$ cat src/rtl/core/lts_pkg.sv
// Types and constants shared by the line splitter modules.
`default_nettype none

package lts_pkg;

  // Stream characters
  localparam logic [7:0] CH_CR = 8'h0D;
  localparam logic [7:0] CH_LF = 8'h0A;

  // Bit positions in accept_mask
  localparam int ACC_CR   = 0;
  localparam int ACC_LF   = 1;
  localparam int ACC_CRLF = 2;

  // Terminator codes
  localparam logic [1:0] TERM_NONE = 2'd0;
  localparam logic [1:0] TERM_LF   = 2'd1;
  localparam logic [1:0] TERM_CR   = 2'd2;
  localparam logic [1:0] TERM_CRLF = 2'd3;

  // Action kinds decoded from one input word
  localparam logic [1:0] OP_NONE    = 2'd0;
  localparam logic [1:0] OP_CONTENT = 2'd1;
  localparam logic [1:0] OP_CLOSE   = 2'd2;

  // Configuration register indexes
  localparam int         CFG_IDX_W       = 4;
  localparam logic [3:0] REG_ACCEPT_MASK = 4'd0;
  localparam logic [3:0] REG_LINE_LIMIT  = 4'd1;

  // Configuration reset values
  localparam logic [2:0]  ACCEPT_MASK_RST = 3'd7;
  localparam logic [12:0] LINE_LIMIT_RST  = 13'd8191;

  // Result queue size
  localparam int FIFO_DEPTH = 4;
  localparam int FIFO_AW    = 2;

  typedef struct packed {
    logic [1:0] kind;
    logic [7:0] data;
    logic [1:0] term;
  } op_t;

  typedef struct packed {
    logic [7:0] out_byte;
    logic       byte_valid;
    logic       line_done;
    logic [1:0] terminator;
    logic       too_long;
    logic       last;
  } result_t;

endpackage

`default_nettype wire

$ cat src/rtl/core/lts_step.sv
// Per-word decode: next line state and up to two result words.
`default_nettype none

module lts_step #(
  parameter int MAX_LINE = 8192,
  parameter int CNT_W    = $clog2(MAX_LINE)
) (
  input  logic                   [7:0]       in_byte,
  input  logic                               end_of_stream,
  input  logic                   [2:0]       accept_mask,
  input  logic                   [12:0]      line_limit,
  input  logic                               pending_cr,
  input  logic                   [CNT_W-1:0] line_count,
  input  logic                               overflowed,
  output logic                               pending_cr_next,
  output logic                   [CNT_W-1:0] line_count_next,
  output logic                               overflowed_next,
  output lts_pkg::result_t                   res0,
  output lts_pkg::result_t                   res1,
  output logic                               push0,
  output logic                               push1
);

  localparam int LW = (CNT_W > 13) ? CNT_W : 13;
  localparam logic [LW-1:0] CAP = LW'(MAX_LINE - 1);

  logic [LW-1:0]    lim_wide;
  logic [CNT_W-1:0] lim;
  lts_pkg::op_t     bare_op;
  lts_pkg::op_t     plain_op;
  logic             plain_pcr;
  lts_pkg::op_t     op_a;
  lts_pkg::op_t     op_b;
  logic [CNT_W-1:0] cnt_mid;
  logic             ovf_mid;
  lts_pkg::result_t ra;
  lts_pkg::result_t rb;
  logic             emit_a;
  logic             emit_b;

  // Limit in force: smaller of the register and the storage cap
  always_comb begin
    lim_wide = (LW'(line_limit) < CAP) ? LW'(line_limit) : CAP;
    lim      = lim_wide[CNT_W-1:0];
  end

  // Decode a held CR and the new byte into at most two actions
  always_comb begin
    bare_op.data = lts_pkg::CH_CR;
    if (accept_mask[lts_pkg::ACC_CR]) begin
      bare_op.kind = lts_pkg::OP_CLOSE;
      bare_op.term = lts_pkg::TERM_CR;
    end else begin
      bare_op.kind = lts_pkg::OP_CONTENT;
      bare_op.term = lts_pkg::TERM_NONE;
    end

    plain_op.data = in_byte;
    plain_op.term = lts_pkg::TERM_NONE;
    plain_op.kind = lts_pkg::OP_CONTENT;
    plain_pcr     = 1'b0;
    if (in_byte == lts_pkg::CH_CR &&
        (accept_mask[lts_pkg::ACC_CR] || accept_mask[lts_pkg::ACC_CRLF])) begin
      if (accept_mask[lts_pkg::ACC_CRLF]) begin
        plain_op.kind = lts_pkg::OP_NONE;
        plain_pcr     = 1'b1;
      end else begin
        plain_op.kind = lts_pkg::OP_CLOSE;
        plain_op.term = lts_pkg::TERM_CR;
      end
    end else if (in_byte == lts_pkg::CH_LF && accept_mask[lts_pkg::ACC_LF]) begin
      plain_op.kind = lts_pkg::OP_CLOSE;
      plain_op.term = lts_pkg::TERM_LF;
    end

    op_a.kind = lts_pkg::OP_NONE;
    op_a.data = 8'h00;
    op_a.term = lts_pkg::TERM_NONE;
    op_b      = op_a;
    pending_cr_next = pending_cr;

    if (end_of_stream) begin
      pending_cr_next = 1'b0;
      if (pending_cr) begin
        op_a = bare_op;
      end
      // A CR kept as content always leaves an open line to close
      if ((pending_cr && !accept_mask[lts_pkg::ACC_CR]) ||
          (!pending_cr && (line_count != '0 || overflowed))) begin
        op_b.kind = lts_pkg::OP_CLOSE;
        op_b.term = lts_pkg::TERM_NONE;
      end
    end else if (pending_cr) begin
      if (in_byte == lts_pkg::CH_LF) begin
        pending_cr_next = 1'b0;
        op_a.kind = lts_pkg::OP_CLOSE;
        op_a.term = lts_pkg::TERM_CRLF;
      end else begin
        pending_cr_next = plain_pcr;
        op_a = bare_op;
        op_b = plain_op;
      end
    end else begin
      pending_cr_next = plain_pcr;
      op_b = plain_op;
    end
  end

  // Apply both actions in order to the line count and overflow flag
  always_comb begin
    emit_a  = 1'b0;
    ra      = '0;
    cnt_mid = line_count;
    ovf_mid = overflowed;
    case (op_a.kind)
      lts_pkg::OP_CONTENT: begin
        if (overflowed || line_count >= lim) begin
          ovf_mid = 1'b1;
        end else begin
          emit_a        = 1'b1;
          ra.out_byte   = op_a.data;
          ra.byte_valid = 1'b1;
          cnt_mid       = line_count + CNT_W'(1);
        end
      end
      lts_pkg::OP_CLOSE: begin
        emit_a        = 1'b1;
        ra.line_done  = 1'b1;
        ra.terminator = op_a.term;
        ra.too_long   = overflowed;
        cnt_mid       = '0;
        ovf_mid       = 1'b0;
      end
      default: begin
      end
    endcase

    emit_b          = 1'b0;
    rb              = '0;
    line_count_next = cnt_mid;
    overflowed_next = ovf_mid;
    case (op_b.kind)
      lts_pkg::OP_CONTENT: begin
        if (ovf_mid || cnt_mid >= lim) begin
          overflowed_next = 1'b1;
        end else begin
          emit_b          = 1'b1;
          rb.out_byte     = op_b.data;
          rb.byte_valid   = 1'b1;
          line_count_next = cnt_mid + CNT_W'(1);
        end
      end
      lts_pkg::OP_CLOSE: begin
        emit_b          = 1'b1;
        rb.line_done    = 1'b1;
        rb.terminator   = op_b.term;
        rb.too_long     = ovf_mid;
        line_count_next = '0;
        overflowed_next = 1'b0;
      end
      default: begin
      end
    endcase
  end

  // Pack emitted results to the front and mark the final one
  always_comb begin
    res0      = emit_a ? ra : rb;
    res0.last = !(emit_a && emit_b);
    res1      = rb;
    res1.last = 1'b1;
    push0     = emit_a || emit_b;
    push1     = emit_a && emit_b;
  end

endmodule

`default_nettype wire

$ cat src/rtl/core/lts_fifo.sv
// Small result queue that takes up to two words per cycle and gives one.
`default_nettype none

module lts_fifo (
  input  logic             clk,
  input  logic             rst,
  input  logic             push0,
  input  logic             push1,
  input  lts_pkg::result_t d0,
  input  lts_pkg::result_t d1,
  input  logic             pop,
  output lts_pkg::result_t head,
  output logic             not_empty,
  output logic             room2
);

  lts_pkg::result_t               mem [lts_pkg::FIFO_DEPTH];
  logic [lts_pkg::FIFO_AW-1:0]    wr_ptr;
  logic [lts_pkg::FIFO_AW-1:0]    rd_ptr;
  logic [lts_pkg::FIFO_AW:0]      count;
  logic [lts_pkg::FIFO_AW:0]      count_next;
  logic                           do_pop;

  assign do_pop    = pop && not_empty;
  assign not_empty = (count != '0);
  assign room2     = (count <= (lts_pkg::FIFO_AW + 1)'(lts_pkg::FIFO_DEPTH - 2));
  assign head      = mem[rd_ptr];

  always_comb begin
    count_next = count + (lts_pkg::FIFO_AW + 1)'(push0) + (lts_pkg::FIFO_AW + 1)'(push1)
               - (lts_pkg::FIFO_AW + 1)'(do_pop);
  end

  // Store new words at the write pointer
  always_ff @(posedge clk) begin
    if (push0) begin
      mem[wr_ptr] <= d0;
    end
    if (push1) begin
      mem[wr_ptr + lts_pkg::FIFO_AW'(1)] <= d1;
    end
  end

  // Advance pointers and occupancy
  always_ff @(posedge clk) begin
    if (rst) begin
      wr_ptr <= '0;
      rd_ptr <= '0;
      count  <= '0;
    end else begin
      wr_ptr <= wr_ptr + lts_pkg::FIFO_AW'(push0) + lts_pkg::FIFO_AW'(push1);
      rd_ptr <= rd_ptr + lts_pkg::FIFO_AW'(do_pop);
      count  <= count_next;
    end
  end

endmodule

`default_nettype wire

$ cat src/rtl/core/line_terminator_splitter.sv
// Top level of the line splitter: byte stream in, content and line-close words out.
//
// Input channel s_*: one byte per word in s_tdata, s_tuser high marks end of
// stream (the byte is then ignored). Output channel m_*: each word is either a
// content byte or a line close with its terminator kind; m_tlast marks the
// final word caused by one input word. Terminators are stripped, a CR is held
// to look for a following LF, content past the line limit is dropped.
// Configuration channel cfg_*: index 0 accept_mask, index 1 line_limit; write
// only while the block is idle. cfg_ready is always high.
// Results of a word are registered in the result queue before they appear on m_*.
// Throughput: one input word per cycle while each word yields at most one
// result and the receiver is ready; a word that yields two results puts two words
// through the single output port that drains the four-entry result queue.
// Reset (synchronous) clears the held CR, line count, overflow flag and the
// queue, and restores accept_mask 7 and line_limit 8191.
// When the receiver stalls, the queue fills and s_tready drops once fewer
// than two free entries remain; no word is lost.
`default_nettype none

module line_terminator_splitter #(
  parameter int MAX_LINE = 8192
) (
  input  logic                            clk,
  input  logic                            rst,
  // Input stream
  input  logic                            s_tvalid,
  output logic                            s_tready,
  input  logic [7:0]                      s_tdata,   // [7:0] in_byte
  input  logic                            s_tuser,   // [0] end_of_stream
  // Output stream
  output logic                            m_tvalid,
  input  logic                            m_tready,
  output logic [7:0]                      m_tdata,   // [7:0] out_byte
  output logic [4:0]                      m_tuser,   // [0] byte_valid, [1] line_done,
                                                     // [3:2] terminator, [4] too_long
  output logic                            m_tlast,   // last
  // Configuration writes
  input  logic                            cfg_valid,
  output logic                            cfg_ready,
  input  logic [lts_pkg::CFG_IDX_W-1:0]   cfg_index,
  input  logic [12:0]                     cfg_data
);

  localparam int CNT_W = $clog2(MAX_LINE);

  logic [2:0]       accept_mask;
  logic [12:0]      line_limit;
  logic             pending_cr;
  logic [CNT_W-1:0] line_count;
  logic             overflowed;
  logic             pending_cr_next;
  logic [CNT_W-1:0] line_count_next;
  logic             overflowed_next;
  lts_pkg::result_t res0;
  lts_pkg::result_t res1;
  lts_pkg::result_t head;
  logic             push0;
  logic             push1;
  logic             room2;
  logic             in_fire;

  assign cfg_ready = 1'b1;
  assign s_tready  = room2;
  assign in_fire   = s_tvalid && s_tready;

  // Decode the incoming word
  lts_step #(
    .MAX_LINE (MAX_LINE),
    .CNT_W    (CNT_W)
  ) u_step (
    .in_byte         (s_tdata),
    .end_of_stream   (s_tuser),
    .accept_mask     (accept_mask),
    .line_limit      (line_limit),
    .pending_cr      (pending_cr),
    .line_count      (line_count),
    .overflowed      (overflowed),
    .pending_cr_next (pending_cr_next),
    .line_count_next (line_count_next),
    .overflowed_next (overflowed_next),
    .res0            (res0),
    .res1            (res1),
    .push0           (push0),
    .push1           (push1)
  );

  // Queue results for the output side
  lts_fifo u_fifo (
    .clk       (clk),
    .rst       (rst),
    .push0     (push0 && in_fire),
    .push1     (push1 && in_fire),
    .d0        (res0),
    .d1        (res1),
    .pop       (m_tready),
    .head      (head),
    .not_empty (m_tvalid),
    .room2     (room2)
  );

  assign m_tdata = head.out_byte;
  assign m_tuser = {head.too_long, head.terminator, head.line_done, head.byte_valid};
  assign m_tlast = head.last;

  // Advance line state on each accepted word
  always_ff @(posedge clk) begin
    if (rst) begin
      pending_cr <= 1'b0;
      line_count <= '0;
      overflowed <= 1'b0;
    end else if (in_fire) begin
      pending_cr <= pending_cr_next;
      line_count <= line_count_next;
      overflowed <= overflowed_next;
    end
  end

  // Take configuration writes; unknown indexes are dropped
  always_ff @(posedge clk) begin
    if (rst) begin
      accept_mask <= lts_pkg::ACCEPT_MASK_RST;
      line_limit  <= lts_pkg::LINE_LIMIT_RST;
    end else if (cfg_valid && cfg_ready) begin
      case (cfg_index)
        lts_pkg::REG_ACCEPT_MASK: accept_mask <= cfg_data[2:0];
        lts_pkg::REG_LINE_LIMIT:  line_limit  <= cfg_data;
        default: begin
        end
      endcase
    end
  end

endmodule

`default_nettype wire

$ cat config.mk
export PLATFORM = sky130hd
export DESIGN_NAME = line_terminator_splitter
export DESIGN_NICKNAME = d
export VERILOG_FILES = /design/src/rtl/core/lts_pkg.sv /design/src/rtl/core/lts_step.sv /design/src/rtl/core/lts_fifo.sv /design/src/rtl/core/line_terminator_splitter.sv
export SDC_FILE = /design/constraint.sdc
export NUM_CORES = 1
export LEC_CHECK = 0
export ABC_AREA = 1
export BUFFER_PORTS_ARGS = -buffer_cell sky130_fd_sc_hd__buf_2
export CORE_MARGIN = 2
export CORE_UTILIZATION = 39
export CTS_CLUSTER_DIAMETER = 80
export DETAILED_ROUTE_END_ITERATION = 12
export GPL_ROUTABILITY_DRIVEN = 0
export PLACE_DENSITY = 0.56
export SYNTH_ARGS = -nofsm -noshare
export SYNTH_HDL_FRONTEND = slang
export SYNTH_SLANG_ARGS = --single-unit
$ cat constraint.sdc
create_clock -name clk -period 9.51 [get_ports clk]
set_clock_uncertainty 0.2 [all_clocks]
set_input_delay 1.902 -clock clk [delete_from_list [all_inputs] [get_ports clk]]
set_output_delay 1.902 -clock clk [all_outputs]
set_load 0.01 [all_outputs]
Word-level counts from Yosys, hierarchy flattened
Memory sizes are Yosys's and may differ from the RTL's. A register that Yosys moved wholly into a read port is not among the register bits.
Index checks and enable logic that the tools add are counted.
- register bits: 38
- input port bits: 31
- latch bits: 0
- memories kept: 1
- word-level logic and storage cells: 101
- output and inout port bits: 17
- memory bits (writable): 56
- ROM bits: 0
- memory list (name ; depth ; width ; rd ports ; clocked after Yosys merged registers in ; wr ports ; line ; text):
    u_fifo.mem ; 4 ; 14 ; 1 ; 1 ; 2 ; lts_fifo.sv:17 ; lts_pkg::result_t mem [lts_pkg::FIFO_DEPTH];
- muxes and demuxes: 49
- multiply operators: 0
- bitwise operators: 0
- add/subtract/negate cells: 9
- shifts and indexed selects: 0
- equality and inequality tests: 7
- reduce and logical (&&, ||, !) cells: 23
- order comparisons: 4
- div/mod/pow operators: 0
- operators with widths (cell ; number):
    $mux 12 ; 5
    $pmux 13 s2 ; 2
    $mux 13 ; 3
    $mux 9 ; 4
    $add 13x1->13 const B ; 2
    $ge 13x13->1 ; 2
    $mux 2 ; 12
    $eq 8x4->1 const B ; 2
    $mux 1 ; 14
    $mux 14 ; 1
    $lt 13x13->1 const B ; 1
    $reduce_bool 13->1 ; 1
    $mux 4 ; 3
    $logic_and 1x1->1 ; 9
    $mux 8 ; 1
    $pmux 1 s2 ; 4
    $add 2x1->2 ; 3
    $add 3x1->3 ; 2
    $logic_or 1x1->1 ; 6
    $eq 2x1->1 const B ; 2
    $eq 2x2->1 const B ; 2
    $eq 4x1->1 const B ; 1
    $logic_not 4->1 ; 1
    $reduce_and 2->1 ; 2
    other kinds (5) ; 7

Depth between registers and ports, before layout
- depth after elaboration: 15
- gate-level depth with buffers: 35
- gate-level depth less buffers: 34

By module
From an unflattened synthesis, not the netlist that was laid out.
- cells, all modules: 1078
- area, all modules: 7294.5 µm²
- modules (own cells, without submodules) (module ; sequential area each (µm²) ; area an instance (µm²) ; cells an instance ; instances):
    lts_fifo ; 1821.7 ; 3692.3 ; 461 ; 1
    lts_step ; 0.0 ; 2404.8 ; 469 ; 1
    line_terminator_splitter ; 620.6 ; 1197.4 ; 148 ; 1

Worst setup path before layout
No wires, ideal clock.
- path kind: input -> register
- start: in s_tdata[5]
- end: reg u_fifo.count[2] (netlist name)
- path slack: 2.313 ns
- path buffers: 1
- required time: 9.182 ns
- stages: 33
- setup time: 0.128 ns
- arrival time: 6.869 ns
- cell sequence: nor4_1 -> nand4_1 -> o21ai_0 -> nor2_1 -> inv_1 -> ha_1 -> nor2_4 -> inv_1 -> nor3_2 -> nand4_1 -> or2_2 -> nand2_1 -> inv_1 -> ha_1 -> nand4_1 -> nor2_1 -> nand2_1 -> nor2_1 -> nand4_2 -> nand2_2 -> nor2_4 -> nand3_4 -> nand2_2 -> nand3_4 -> nor2_8 -> buf_6 -> inv_1 -> ha_1 -> inv_1 -> fa_1 -> fa_1 -> xor2_1 -> nor2_1
- longest elaborated chain between the ends: 15
- elaborated cells on any way between the ends: 30
- those cells by class: 3 x add/sub; 1 x order compare; 6 x eq/ne; 13 x mux; 7 x reduce/logical
- RTL lines (what ; line ; text):
    from (decl) ; line_terminator_splitter.sv:28 ; input logic [7:0] s_tdata,
    $eq 8x4->1 ; lts_step.sv:71, lts_step.sv:94 ;
    $mux 2 ; lts_step.sv:94 ; if (in_byte == lts_pkg::CH_LF) begin
    $mux 12 ; lts_step.sv:93 ; end else if (pending_cr) begin
    $mux 12 ; lts_step.sv:82 ; if (end_of_stream) begin
    $eq 2x2->1 or $eq 2x1->1 (tied branches) ; lts_step.sv:115 ; case (op_a.kind)
    $pmux 13 s2 ; lts_step.sv:115 ;
    $ge 13x13->1 ; lts_step.sv:144 ; if (ovf_mid || cnt_mid >= lim) begin
    $logic_or 1x1->1 ; lts_step.sv:144 ;
    $mux 1 ; lts_step.sv:144 ;
    $pmux 1 s2 ; lts_step.sv:142 ; case (op_b.kind)
    $logic_or 1x1->1 ; lts_step.sv:172 ; push0 = emit_a || emit_b;
    $logic_and 1x1->1 ; line_terminator_splitter.sv:91 ; .push0 (push0 && in_fire),
    $add 3x1->3 ; lts_fifo.sv:30 ; count_next = count + (lts_pkg::FIFO_AW + 1)'(push0) + (lts_pkg::FIFO_AW + 1)'(push1)
    $add 3x1->3 (*) ; lts_fifo.sv:30 ;
    $sub 3x1->3 (*) ; lts_fifo.sv:31 ; - (lts_pkg::FIFO_AW + 1)'(do_pop);
    to (signal assigned) ; lts_fifo.sv:53 ; count <= count_next;
    to (decl) ; lts_fifo.sv:20 ; logic [lts_pkg::FIFO_AW:0] count;
Every way passes the cells marked *; elsewhere a longest branch is shown, timed or not.
A chain may end at the register's enable or synchronous reset.

Worst setup path in the final report
Same ends and word-level chain as after synthesis.

==> impl_metrics.env <==
export IMPL_slew_viol_final=0
export IMPL_globalRouteTotalUtil=0.2233
export IMPL_avgSynthCellArea_um2=7.351
export IMPL_grt_pass1_vias=5441
export IMPL_fp_row_count=46
export IMPL_start_kind="primary input"
export IMPL_grt_pass1_wl_mm=29.36
export IMPL_wirelength_mm=18.18
export IMPL_tritoncts="yes"
export IMPL_h_tree_depth=3
export IMPL_die_h_um=131.1
export IMPL_syn_to_final_growth_pct=10.25
export IMPL_setup_viol=0
export IMPL_start_util=0.3980
export IMPL_yosysTopAreaCell="edfxtp_1"
export IMPL_met1_usage=0.3006
export IMPL_synth_seq_cells=94
export IMPL_use_met3=0.03490
export IMPL_vias=5905
export IMPL_yosysMostFrequentCell="nand2_1"
export IMPL_path_clk_slew_ns=0.07
export IMPL_fillCellCount=1671
export IMPL_synth_warnings=0
export IMPL_vias_per_cell=5.320
export IMPL_reg2reg_depth=30
export IMPL_clock_path_buffers=2
export IMPL_netlist_instances=857
export IMPL_hpwl_mm=13.24
export IMPL_slowest_stage="nor4_1"
export IMPL_grt_met2_usage=0.3709
export IMPL_drv_cap=0
export IMPL_grt_max_degree=39
export IMPL_critical_path_class="primary input to flop"
export IMPL_hp_class="flop to flop"
export IMPL_finalHoldViolations=0
export IMPL_synth_cell_area_mm2=0.006300
export IMPL_crit_top_cell="inv_1"
export IMPL_worst_pin_slew_ns=1.059
export IMPL_required_ns=9.52
export IMPL_status="completed"
export IMPL_grt_overflow_total=0
export IMPL_worst_slack_ns=1.542
export IMPL_seq_power_share=0.427
export IMPL_ys_seq_area_frac=0.3813
export IMPL_clkLatencyLatePin_ns=0.36
export IMPL_setup_tns_final_ns=0
export IMPL_ctsHoldBuffers=0
export IMPL_p_switching_uw=393.7
export IMPL_pwr_share_comb=0.268
export IMPL_top_usage_layer="met2"
export IMPL_die_area_mm2=0.01719
export IMPL_syn_nets=919
export IMPL_io_buffers=46
export IMPL_crit_family="simple AND/OR/NAND/NOR gates"
export IMPL_swShare=0.3511
export IMPL_hold_path_cell_count=2
export IMPL_synth_top_cell_area_share=0.2479
export IMPL_antenna_found_initial=0
export IMPL_finalCritPeriodShare=0.8379
export IMPL_clockRootBuffer="clkbuf_16"
export IMPL_r2r_start="pending_cr"
export IMPL_power_frac_clock=0.305
export IMPL_r2r_end="u_fifo.count[2]"
export IMPL_end_kind="flop"
export IMPL_die_x_um=131.1
export IMPL_cell_internal_pwr_uw=727.7
export IMPL_worstHoldStart="u_fifo.mem[0][0]"
export IMPL_fin_crit_ns=7.968
export IMPL_worstPathMaxFanout=35
export IMPL_route_detailed_drc=0
export IMPL_wl_per_cell_um=16.37
export IMPL_grt_setup_unrepaired="no"
export IMPL_ir_drop_mv=0.07752
export IMPL_place_ws_ns=1.200
export IMPL_postRouteAntennaNets=0
export IMPL_pin_count=48
export IMPL_async_flop_share=0
export IMPL_min_to="u_fifo.mem[0][0]"
export IMPL_layout_drive_gt1_share=0.1107
export IMPL_fin_nets=951
export IMPL_clock_fmax_mhz=125.5
export IMPL_yosys_top_cells_area="edfxtp_1 25%, dfxtp_1 13%, nand2_1 9.0%"
export IMPL_drtIter0Drc=528
export IMPL_slowest_delay_ns=0.46
export IMPL_synth_edf_count=52
export IMPL_r2r_slack_ns=3.39
export IMPL_synth_ff_type="edfxtp_1"
export IMPL_num_antenna_cells=0
export IMPL_cp_arrival_ns=7.98
export IMPL_leakagePower_nw=2.948
export IMPL_yosys_top_cells_count="151 x nand2_1, 94 x inv_1, 94 x nand3_1"
export IMPL_post_cts_setup_buffer_count=0
export IMPL_slew_headroom=0.2916
export IMPL_p_per_area_mw_per_mm2=161.5
export IMPL_clock_sinks=94
export IMPL_numCtsBuffers=9
export IMPL_firstDrtPassIters=5
export IMPL_coreArea_mm2=0.01583
export IMPL_synth_cell_type_count=40
export IMPL_path_buf_inv=6
export IMPL_cts_repair_resized=0
==> through the flow <==
stage | cells | power (mW) | utilization | hold slack [ns] | area [µm²]
global placement | 1094 | 0.7871 | 0.4215 | 0.2361 | 6671
floorplan | 857 | 0.6790 | - | 0.2236 | 6300
global route | 1110 | 1.191 | 0.4388 | 0.2813 | 6945
CTS | 1110 | 1.131 | 0.4388 | 0.2573 | 6945
finish | 1110 | 1.121 | 0.4388 | 0.2654 | 6945
detailed placement | 1094 | 0.7896 | 0.4215 | 0.2406 | 6671
==> cells in the final DEF (no fill, tap or decap), drive strengths merged, types with 15 or more instances in the layout <==
cell / Yosys / layout
buf: 8 / 50
edfxtp: 52 / 52
a21oi: 68 / 68
ha: 28 / 28
nand3: 98 / 98
inv: 100 / 102
nor3: 15 / 15
nand2: 164 / 164
nand4: 33 / 33
nor2: 96 / 96
dfxtp: 42 / 42
o22ai: 15 / 15
o21ai: 84 / 84
==> tightest hold or removal path, delay by kind of cell (launching register included) <==
kind,cells,cell delay (ns)
simple gates,2,0.10
flops,1,0.33
==> routing by layer <==
metal  vias up  wire length, µm
li1       3001                -
met1      2739             8423
met2       138             8644
met3        27              731
met4         0              375
met5         -                0
==> registers in the layout, summed over array words and instances (netlist names) <==
name	flops
u_fifo.count	3
u_fifo.wr_ptr	2
overflowed	1
u_fifo.rd_ptr	2
accept_mask	3
line_limit	13
line_count	13
pending_cr	1
u_fifo.mem	56
==> cell families (layout without fill, tap and decap cells) <==
family,after synthesis,after routing,share of synthesized area
AO/OA/AOI/OAI,178,178,0.1494
flip-flops,94,94,0.3813
other,1,1,0.0005953
buffers and inverters,135,172,0.08878
XOR/XNOR,5,5,0.006953
adder cells (fa/ha/maj),31,31,0.06515
AND/OR/NAND/NOR,413,413,0.3078
==> area by class of cell <==
type / count / area [µm²] / share of cell area
timing repair buffer: 50 / 260.3 / 0.03747
multi-input combinational: 628 / 3338 / 0.4806
clock inverter: 7 / 48.80 / 0.007026
inverter: 106 / 400.4 / 0.05765
sequential: 94 / 2402 / 0.3459
clock buffer: 9 / 225.2 / 0.03243
tap: 216 / 270.3 / 0.03891
==> power by group through the flow <==
| stage | sequential, mW | combinational, mW | clock (mW) |
|---|---|---|---|
| 3_5_place_dp | 0.488 | 0.302 | 0 |
| 3_3_place_gp | 0.488 | 0.299 | 0 |
| 5_1_grt | 0.483 | 0.342 | 0.365 |
| 6_report | 0.479 | 0.300 | 0.342 |
| 4_1_cts | 0.479 | 0.303 | 0.348 |
| 2_1_floorplan | 0.466 | 0.213 | 0 |
==> worst max-delay path by stage <==
stage,startpoint,to,depth (start not counted)
2_1_floorplan,s_tdata[5],u_fifo.count[2],33
3_5_place_dp,s_tdata[5],u_fifo.count[2],33
5_1_grt,s_tdata[5],u_fifo.count[2],33
4_1_cts,s_tdata[5],u_fifo.count[2],33
6_report,s_tdata[5],u_fifo.count[2],33
3_3_place_gp,s_tdata[5],u_fifo.count[2],33
Note: power is estimated with default switching activity, not from simulation.
